`config.mk`:
```
export PLATFORM = sky130hd
export DESIGN_NAME = postfix_expression_evaluator_flat
export DESIGN_NICKNAME = d
export VERILOG_FILES = /design/src/sv/pfx_pkg.sv /design/src/sv/pfx_req_if.sv /design/src/sv/pfx_rsp_if.sv /design/src/sv/pfx_core.sv /design/src/sv/pfx_rsp_queue.sv /design/src/sv/postfix_expression_evaluator.sv /design/src/flat_wrapper.sv
export VERILOG_INCLUDE_DIRS = /design/src /design/src/sv
export SDC_FILE = /design/constraint.sdc
export NUM_CORES = 2
export LEC_CHECK = 0
export BUFFER_PORTS_ARGS = -buffer_cell sky130_fd_sc_hd__clkbuf_2
export CAP_MARGIN = 5
export CELL_PAD_IN_SITES_DETAIL_PLACEMENT = 1
export CELL_PAD_IN_SITES_GLOBAL_PLACEMENT = 1
export CORE_ASPECT_RATIO = 1.4
export CORE_MARGIN = 2
export CORE_UTILIZATION = 46
export DETAILED_ROUTE_END_ITERATION = 7
export GPL_TIMING_DRIVEN = 1
export PLACE_DENSITY_LB_ADDON = 0.05
export SKIP_LAST_GASP = 1
export SYNTH_ARGS = -nofsm -noshare
export SYNTH_HDL_FRONTEND = slang
export SYNTH_SLANG_ARGS = --single-unit
```
`constraint.sdc`:
```
create_clock -name clock -period 14.54 [get_ports clock]
set_input_delay 2.181 -clock clock [delete_from_list [all_inputs] [get_ports clock]]
set_output_delay 2.181 -clock clock [all_outputs]
set_load 0.03 [all_outputs]
```
`src/sv/postfix_expression_evaluator_assert.svh`:
```
// Assertion macros for the postfix expression evaluator.
// Included by the top level; no other dependencies.
`ifndef POSTFIX_EXPRESSION_EVALUATOR_ASSERT_SVH
`define POSTFIX_EXPRESSION_EVALUATOR_ASSERT_SVH

// same-cycle implication, disabled during reset
`define PFX_ASSERT_IMP(label, clk, rst, ante, cons) \
   label: assert property (@(posedge clk) disable iff (rst) (ante) |-> (cons)) \
      else $error("pfx assertion failed");

// next-cycle implication, disabled during reset
`define PFX_ASSERT_NXT(label, clk, rst, ante, cons) \
   label: assert property (@(posedge clk) disable iff (rst) (ante) |=> (cons)) \
      else $error("pfx assertion failed");

`endif

```
`src/sv/pfx_pkg.sv`:
```
// Shared types and constants for the postfix expression evaluator.
// No dependencies.
package pfx_pkg;

   localparam int STACK_DEPTH = 16;
   localparam int VALUE_WIDTH = 32;
   localparam int COUNT_WIDTH = $clog2(STACK_DEPTH + 1);
   localparam int CHAR_WIDTH  = 8;
   localparam int STATUS_WIDTH = 3;

   localparam logic [CHAR_WIDTH-1:0] CHAR_PLUS    = 8'h2B;
   localparam logic [CHAR_WIDTH-1:0] CHAR_STAR    = 8'h2A;
   localparam logic [CHAR_WIDTH-1:0] CHAR_ZERO    = 8'h30;
   localparam logic [CHAR_WIDTH-1:0] CHAR_NINE    = 8'h39;
   localparam logic [CHAR_WIDTH-1:0] CHAR_NEWLINE = 8'h0A;

   localparam logic [STATUS_WIDTH-1:0] ST_OK    = 3'd0;
   localparam logic [STATUS_WIDTH-1:0] ST_UNDER = 3'd1;
   localparam logic [STATUS_WIDTH-1:0] ST_OVER  = 3'd2;
   localparam logic [STATUS_WIDTH-1:0] ST_EMPTY = 3'd3;
   localparam logic [STATUS_WIDTH-1:0] ST_LEFT  = 3'd4;

   typedef struct packed {
      logic signed [VALUE_WIDTH-1:0]  value;
      logic        [STATUS_WIDTH-1:0] status;
   } result_type;

   typedef struct packed {
      logic                   busy;
      logic [COUNT_WIDTH-1:0] stack_count;
   } core_status_type;

endpackage

```
`src/sv/pfx_req_if.sv`:
```
// Character channel into the postfix expression evaluator.
// Depends on pfx_pkg.
interface pfx_req_if;
   logic                             valid;
   logic                             ready;
   logic [pfx_pkg::CHAR_WIDTH-1:0]   char_in;

   modport source (output valid, output char_in, input ready);
   modport sink   (input valid, input char_in, output ready);
endinterface

```
`src/sv/pfx_rsp_if.sv`:
```
// Result channel out of the postfix expression evaluator.
// Depends on pfx_pkg.
interface pfx_rsp_if;
   logic                                   valid;
   logic                                   ready;
   logic signed [pfx_pkg::VALUE_WIDTH-1:0] value;
   logic        [pfx_pkg::STATUS_WIDTH-1:0] status;

   modport source (output valid, output value, output status, input ready);
   modport sink   (input valid, input value, input status, output ready);
endinterface

```
`src/sv/pfx_core.sv`:
```
// Input register, shift-register operand stack and combinational evaluate step.
// Depends on pfx_pkg.
module pfx_core (
   input  logic                            clock,
   input  logic                            reset,
   input  logic                            in_valid,
   input  logic [pfx_pkg::CHAR_WIDTH-1:0]  in_char,
   output logic                            res_push,
   output pfx_pkg::result_type             res_data,
   output pfx_pkg::core_status_type        core_status
);

   localparam int VW = pfx_pkg::VALUE_WIDTH;
   localparam int CW = pfx_pkg::COUNT_WIDTH;
   localparam int SD = pfx_pkg::STACK_DEPTH;

   logic                           valid_ff;
   logic [pfx_pkg::CHAR_WIDTH-1:0] char_ff;
   logic [VW-1:0]                  stack_ff [SD];
   logic [VW-1:0]                  stack_in [SD];
   logic [CW-1:0]                  count_ff, count_in;
   logic [VW-1:0]                  acc_ff, acc_in;
   logic                           building_ff, building_in;
   logic [pfx_pkg::STATUS_WIDTH-1:0] err_ff, err_in, err_num;

   logic          is_digit, is_plus, is_op, is_nl;
   logic          num_end, room, pushed, overflow, op_ok, underflow;
   logic [CW-1:0] count_num;
   logic [VW-1:0] opa, opb, op_result, digit;
   logic [pfx_pkg::STATUS_WIDTH-1:0] status_nl;
   logic [VW-1:0] value_nl;

   always_comb begin
      is_digit  = (char_ff >= pfx_pkg::CHAR_ZERO) && (char_ff <= pfx_pkg::CHAR_NINE);
      is_plus   = (char_ff == pfx_pkg::CHAR_PLUS);
      is_op     = is_plus || (char_ff == pfx_pkg::CHAR_STAR);
      is_nl     = (char_ff == pfx_pkg::CHAR_NEWLINE);
      digit     = VW'(char_ff - pfx_pkg::CHAR_ZERO);
      num_end   = valid_ff && !is_digit && building_ff;
      room      = (count_ff < CW'(SD));
      pushed    = num_end && room;
      overflow  = num_end && !room;
      count_num = pushed ? count_ff + CW'(1) : count_ff;
      op_ok     = valid_ff && is_op && (count_num >= CW'(2));
      underflow = valid_ff && is_op && (count_num < CW'(2));
      opa       = pushed ? acc_ff : stack_ff[0];
      opb       = pushed ? stack_ff[0] : stack_ff[1];
      op_result = is_plus ? (opa + opb) : (opa * opb);
      err_num   = (err_ff != pfx_pkg::ST_OK) ? err_ff :
                  (overflow ? pfx_pkg::ST_OVER : pfx_pkg::ST_OK);
      value_nl  = pushed ? acc_ff : ((count_ff != '0) ? stack_ff[0] : '0);
      if (err_num != pfx_pkg::ST_OK) begin
         status_nl = err_num;
      end else if (count_num == '0) begin
         status_nl = pfx_pkg::ST_EMPTY;
      end else if (count_num > CW'(1)) begin
         status_nl = pfx_pkg::ST_LEFT;
      end else begin
         status_nl = pfx_pkg::ST_OK;
      end
   end

   always_comb begin
      stack_in    = stack_ff;
      count_in    = count_ff;
      acc_in      = acc_ff;
      building_in = building_ff;
      err_in      = err_ff;
      if (valid_ff) begin
         if (is_digit) begin
            acc_in      = VW'({acc_ff, 3'b000}) + VW'({acc_ff, 1'b0}) + digit;
            building_in = 1'b1;
         end else begin
            acc_in      = '0;
            building_in = 1'b0;
            err_in      = (err_num != pfx_pkg::ST_OK) ? err_num :
                          (underflow ? pfx_pkg::ST_UNDER : pfx_pkg::ST_OK);
            if (op_ok) begin
               stack_in[0] = op_result;
               if (!pushed) begin
                  for (int i = 1; i < SD - 1; i++) begin
                     stack_in[i] = stack_ff[i+1];
                  end
                  count_in = count_ff - CW'(1);
               end
            end else if (pushed) begin
               stack_in[0] = acc_ff;
               for (int i = 1; i < SD; i++) begin
                  stack_in[i] = stack_ff[i-1];
               end
               count_in = count_num;
            end
            if (is_nl) begin
               count_in = '0;
               err_in   = pfx_pkg::ST_OK;
            end
         end
      end
   end

   always_ff @(posedge clock) begin
      if (reset) begin
         valid_ff    <= 1'b0;
         count_ff    <= '0;
         acc_ff      <= '0;
         building_ff <= 1'b0;
         err_ff      <= pfx_pkg::ST_OK;
      end else begin
         valid_ff    <= in_valid;
         count_ff    <= count_in;
         acc_ff      <= acc_in;
         building_ff <= building_in;
         err_ff      <= err_in;
      end
   end

   always_ff @(posedge clock) begin
      char_ff  <= in_char;
      stack_ff <= stack_in;
   end

   assign res_push              = valid_ff && is_nl;
   assign res_data.value        = value_nl;
   assign res_data.status       = status_nl;
   assign core_status.busy        = valid_ff;
   assign core_status.stack_count = count_ff;

endmodule

```
`src/sv/pfx_rsp_queue.sv`:
```
// Two-entry result queue between the evaluate step and the result channel.
// Depends on pfx_pkg.
module pfx_rsp_queue (
   input  logic                clock,
   input  logic                reset,
   input  logic                push,
   input  pfx_pkg::result_type push_data,
   input  logic                pop,
   output logic [1:0]          count,
   output pfx_pkg::result_type head
);

   pfx_pkg::result_type slot0_ff, slot0_in, slot1_ff, slot1_in;
   logic [1:0]          count_ff, count_in;

   always_comb begin
      slot0_in = slot0_ff;
      slot1_in = slot1_ff;
      count_in = count_ff;
      if (pop) begin
         slot0_in = slot1_ff;
         count_in = count_ff - 2'd1;
      end
      if (push) begin
         if (count_in == 2'd0) begin
            slot0_in = push_data;
         end else begin
            slot1_in = push_data;
         end
         count_in = count_in + 2'd1;
      end
   end

   always_ff @(posedge clock) begin
      if (reset) begin
         count_ff <= 2'd0;
      end else begin
         count_ff <= count_in;
      end
   end

   always_ff @(posedge clock) begin
      slot0_ff <= slot0_in;
      slot1_ff <= slot1_in;
   end

   assign count = count_ff;
   assign head  = slot0_ff;

endmodule

```
`src/sv/postfix_expression_evaluator.sv`:
```
// Postfix (RPN) expression evaluator, one character per transaction.
// Depends on pfx_pkg, pfx_req_if, pfx_rsp_if, pfx_core, pfx_rsp_queue and
// postfix_expression_evaluator_assert.svh.
//
// req_ch carries one ASCII character per transaction. Digits build a number,
// any other character ends it and pushes it; '+' and '*' pop two values and
// push the 32-bit wrapping sum or product. A newline ends the expression and
// produces one rsp_ch transaction: the top of the stack and a status code
// (0 ok, 1 underflow, 2 overflow, 3 empty, 4 leftover values).
// Characters other than digits, '+', '*' and newline produce nothing.
// Throughput: one character per cycle unless rsp_ch stalls, as the evaluate step
// on the shift-register stack is combinational. A newline's result passes the
// input register, then the result queue, before it shows on rsp_ch.
// A two-entry result queue lets characters keep flowing while one result
// waits. When rsp_ch stalls, req_ch.ready drops once the queue entries plus
// the character in the input register reach two, unless a result leaves in
// the same cycle.
// Reset clears the stack count, number, error and queue; stack contents are
// never read before being written, so they need no clearing.
module postfix_expression_evaluator (
   input  logic     clock,
   input  logic     reset,
   pfx_req_if.sink   req_ch,
   pfx_rsp_if.source rsp_ch
);

`include "postfix_expression_evaluator_assert.svh"

   localparam logic [pfx_pkg::COUNT_WIDTH-1:0] COUNT_MAX =
      pfx_pkg::COUNT_WIDTH'(pfx_pkg::STACK_DEPTH);

   logic                     req_fire, rsp_fire, res_push;
   logic [1:0]               q_count;
   logic [2:0]               pending;
   pfx_pkg::result_type      res_data, q_head;
   pfx_pkg::core_status_type core_status;

   assign rsp_fire = rsp_ch.valid && rsp_ch.ready;
   assign pending  = 3'(q_count) + 3'(core_status.busy);
   assign req_ch.ready = (pending <= (3'd1 + 3'(rsp_fire)));
   assign req_fire = req_ch.valid && req_ch.ready;

   pfx_core u_core (
      .clock       (clock),
      .reset       (reset),
      .in_valid    (req_fire),
      .in_char     (req_ch.char_in),
      .res_push    (res_push),
      .res_data    (res_data),
      .core_status (core_status)
   );

   pfx_rsp_queue u_queue (
      .clock     (clock),
      .reset     (reset),
      .push      (res_push),
      .push_data (res_data),
      .pop       (rsp_fire),
      .count     (q_count),
      .head      (q_head)
   );

   assign rsp_ch.valid  = (q_count != 2'd0);
   assign rsp_ch.value  = q_head.value;
   assign rsp_ch.status = q_head.status;

   `PFX_ASSERT_IMP(a_queue_room, clock, reset, res_push, (q_count != 2'd2) || rsp_fire)
   `PFX_ASSERT_IMP(a_count_bound, clock, reset, 1'b1, core_status.stack_count <= COUNT_MAX)
   `PFX_ASSERT_NXT(a_clear_after_end, clock, reset, res_push, core_status.stack_count == '0)
   `PFX_ASSERT_NXT(a_rsp_after_push, clock, reset, res_push, rsp_ch.valid)

endmodule
```
`src/flat_wrapper.sv`:
```
// flat-port wrapper written by rule: the top's interface ports become plain ports
module postfix_expression_evaluator_flat 
  (clock, reset, req_ch_valid, req_ch_char_in, req_ch_ready, rsp_ch_valid, rsp_ch_value, rsp_ch_status, rsp_ch_ready);
  pfx_req_if req_ch_i ();
  pfx_rsp_if rsp_ch_i ();
  input  logic clock;
  input  logic reset;
  input wire logic [$bits(req_ch_i.valid)-1:0] req_ch_valid;
  input wire logic [$bits(req_ch_i.char_in)-1:0] req_ch_char_in;
  output wire logic [$bits(req_ch_i.ready)-1:0] req_ch_ready;
  output wire logic [$bits(rsp_ch_i.valid)-1:0] rsp_ch_valid;
  output wire logic [$bits(rsp_ch_i.value)-1:0] rsp_ch_value;
  output wire logic [$bits(rsp_ch_i.status)-1:0] rsp_ch_status;
  input wire logic [$bits(rsp_ch_i.ready)-1:0] rsp_ch_ready;
  assign req_ch_i.valid = req_ch_valid;
  assign req_ch_i.char_in = req_ch_char_in;
  assign req_ch_ready = req_ch_i.ready;
  assign rsp_ch_valid = rsp_ch_i.valid;
  assign rsp_ch_value = rsp_ch_i.value;
  assign rsp_ch_status = rsp_ch_i.status;
  assign rsp_ch_i.ready = rsp_ch_ready;
  postfix_expression_evaluator u_core (.clock(clock), .reset(reset), .req_ch(req_ch_i), .rsp_ch(rsp_ch_i));
endmodule
```
==> metrics.csv <==
metric,value,unit
status,completed,
wl_met2,72.6,mm
p_clk_share,31.8,%
grt_use_total,29.0,%
fin_crit,11.61,ns
worst_pin_slew,1.15,ns
drc_errors,0,
dp.cells,6213,
yosysWarnings,0,
p_leak,21.4,nW
cts_resized,0,
finalWorstSetupSlack,2.93,ns
seq_area_frac_synth,38.7,%
fmax,0.0861,GHz
die_h,382,um
port_buffers,48,
finalHoldViolCount,0,
ys_ff_latch,634,
grt_pass1_wl,231,mm
cp.arrival,11.97,ns
stdcell_count,6336,
tns,0,ns
root_buffer,clkbuf_16,
antenna_found_initial,0,
totalPowerFinal,5.56,mW
async_reset_ff_share,0,%
switching_share,34.7,%
irDropWorstVdd,0.118,mV
ctsHoldBuffers,0,
place_hpwl,107,mm
die_area,105000,sq um
p_int,3.63,mW
clk_pin_slew_worst_paths,0.06,ns
cpMostUsedCell,fa_1,
combPwrFrac,31.2,%
cap_violations,0,
ys_types,81,
ant_nets,0,
dieWidth,274,um
finalMaxSlewViolations,0,
powerDensity,110,nW/um^2
syn_nets,5694,
fin_skew,0.0620,ns
gr-total-overflow,0,
cts_setup_buffers,0,
critPathSlowestCell,o41ai_1,
slowest_delay,0.94,ns
drt_iter0_markers,2509,
insertion_delay,0.68,ns
whs_endpoint,u_core.u_core.stack_ff[0],
path_class,flop to flop,
hold_path_depth,0,
area_growth_syn_to_layout,7.57,%
power.share.sequential,37.0,%
hold_class,flop to flop,
coreArea,101000,sq um
gp_congestion,0.938,
clockBufferDepth,3,
io_pins,49,
min-delay-start,u_core.u_core.stack_ff[32],
routedWlPerCell,23.6,um
layout.nets,5603,
drive_above_1_share,5.09,%
synth_edf_count,547,
grt_pass1_vias,38200,
dr.pass1.iters,5,
finalSetupViolations,0,
route.met3.wl,6.35,mm
clock_sinks,634,
required,14.89,ns
htree_num_levels,3,
avgSynthCellArea,9.31,sq um
synth_flop_cell,edfxtp_1,
fin_crit_sh,79.9,%
post-place-ws,3.05,ns
grt_setup_unrepaired,no,
cp_max_fo,157,
syn_area,47000,sq um
rr_worst_depth,34,
power_switching,1.93,mW
numCtsBuffers,70,
initial_core_util,46.5,%
reg2reg_to,u_core.u_core.stack_ff[507],
crit_path_end_kind,flop,
met1Wirelength,61.1,mm
top_layer_used,met4,
reg2reg_slack,2.93,ns
wl,149,mm
grt_start_max_net_pins,229,
synthCells,5046,
r2r_start,u_core.u_core.char_ff[4],
rows,138,
start_kind,flop,
via_per_inst,5.65,
slew_headroom,23.2,%
via_count,35800,
cts_tree,yes,
==> Yosys cell counts (all sizes together), types with 19 or more instances <==
cell type | number | area share (%)
nand2 | 1383 | 11
xnor2 | 127 | 2.4
dfxtp | 87 | 3.7
nor2b | 33 | 0.44
nor2 | 378 | 3.0
nand2b | 19 | 0.25
fa | 439 | 19
mux2i | 51 | 1.2
a21oi | 135 | 1.4
inv | 466 | 3.7
nand3 | 405 | 4.3
and2 | 44 | 0.59
nor3 | 21 | 0.22
o21ai | 157 | 1.7
xor2 | 37 | 0.69
clkbuf | 180 | 1.4
ha | 197 | 5.2
a31oi | 19 | 0.25
buf | 100 | 1.1
edfxtp | 547 | 35
a211oi | 22 | 0.38
a21o | 47 | 0.75
==> through the flow <==
step / hold WS [ns] / utilization (%) / cell area [sq um]
finish: 0.452 / 50.0 / 50600
global route: 0.464 / 50.0 / 50600
CTS: 0.456 / 50.0 / 50600
detailed placement: 0.437 / 47.8 / 48300
global placement: 0.432 / 47.8 / 48300
floorplan: 0.426 / - / 47000
==> worst max-delay path by stage <==
stage	end	depth (start not counted)	startpoint	slack, ns
floorplan	u_core.u_core.stack_ff[100]	14	u_core.u_core.char_ff[4]	0.85
global placement	u_core.u_core.stack_ff[507]	34	u_core.u_core.char_ff[4]	3.15
detailed placement	u_core.u_core.stack_ff[507]	34	u_core.u_core.char_ff[4]	3.05
CTS	u_core.u_core.stack_ff[507]	34	u_core.u_core.char_ff[4]	2.97
global route	u_core.u_core.stack_ff[507]	34	u_core.u_core.char_ff[4]	2.35
finish	u_core.u_core.stack_ff[507]	34	u_core.u_core.char_ff[4]	2.93
==> power groups by stage <==
stage               Sequential [mW]  Combinational (mW)  Clock (mW)
global placement               2.09                1.69           0
CTS                            2.06                1.72        1.82
floorplan                      2.18                1.04           0
detailed placement             2.10                1.72           0
finish                         2.06                1.73        1.77
global route                   2.06                1.88        1.88
==> flip-flops by register name, indices dropped and copies added, names as in the netlist <==
signal / flops
u_core.u_queue.head: 35
u_core.u_core.err_ff: 3
u_core.u_core.stack_ff: 512
u_core.u_core.acc_ff: 32
u_core.u_core.valid_ff: 1
u_core.u_queue.count: 2
u_core.u_queue.slot1_ff: 35
u_core.u_core.char_ff: 8
u_core.u_core.count_ff: 5
u_core.u_core.building_ff: 1
==> cells in the final DEF, fill, tap and decap left out, types with 38 or more instances in the layout <==
cell type,count
a21o_1,47
a21oi_1,135
and2_1,38
buf_4,66
clkbuf_16,70
clkbuf_2,48
dfxtp_1,86
edfxtp_1,547
fa_1,439
ha_1,197
inv_1,464
mux2i_1,44
nand2_1,1382
nand3_1,405
nor2_1,374
o21ai_0,153
xnor2_1,125
==> layer usage <==
metal | track usage, % | up-vias
met2 | 48.7 | 866
met3 | 3.37 | 366
li1 | - | 16200
met1 | 36.5 | 18400
met4 | 15.8 | 0
met5 | 0 | -
==> area by class of cell <==
cell class              instances  area, sq um
multi-input cells            3648        25900
repair buffers                117          796
flip-flops and latches        634        18200
clock buffers                  94         1880
fillers                     11600        50600
diodes                          1         2.50
clock inverters                28          354
well taps                    1330         1660
inverters                     484         1840
==> logic make-up after synthesis <==
family / synth area share [%]
AO/OA/AOI/OAI: 6.06
XOR/XNOR: 3.18
adder cells (fa/ha/maj): 23.9
buffers and inverters: 6.43
flip-flops: 38.7
multiplexers: 1.17
AND/OR/NAND/NOR: 20.6
==> worst max-delay path: cells and delay by family (launching register included) <==
family	cells	cell delay [ns]
adder cells (fa/ha/maj)	10	4.25
buffers and inverters	8	2.64
AO/OA/AOI/OAI	7	2.29
AND/OR/NAND/NOR	7	0.91
flip-flops	1	0.45
multiplexers	1	0.26
XOR/XNOR	1	0.18
Power figures use the tool's default switching activity.
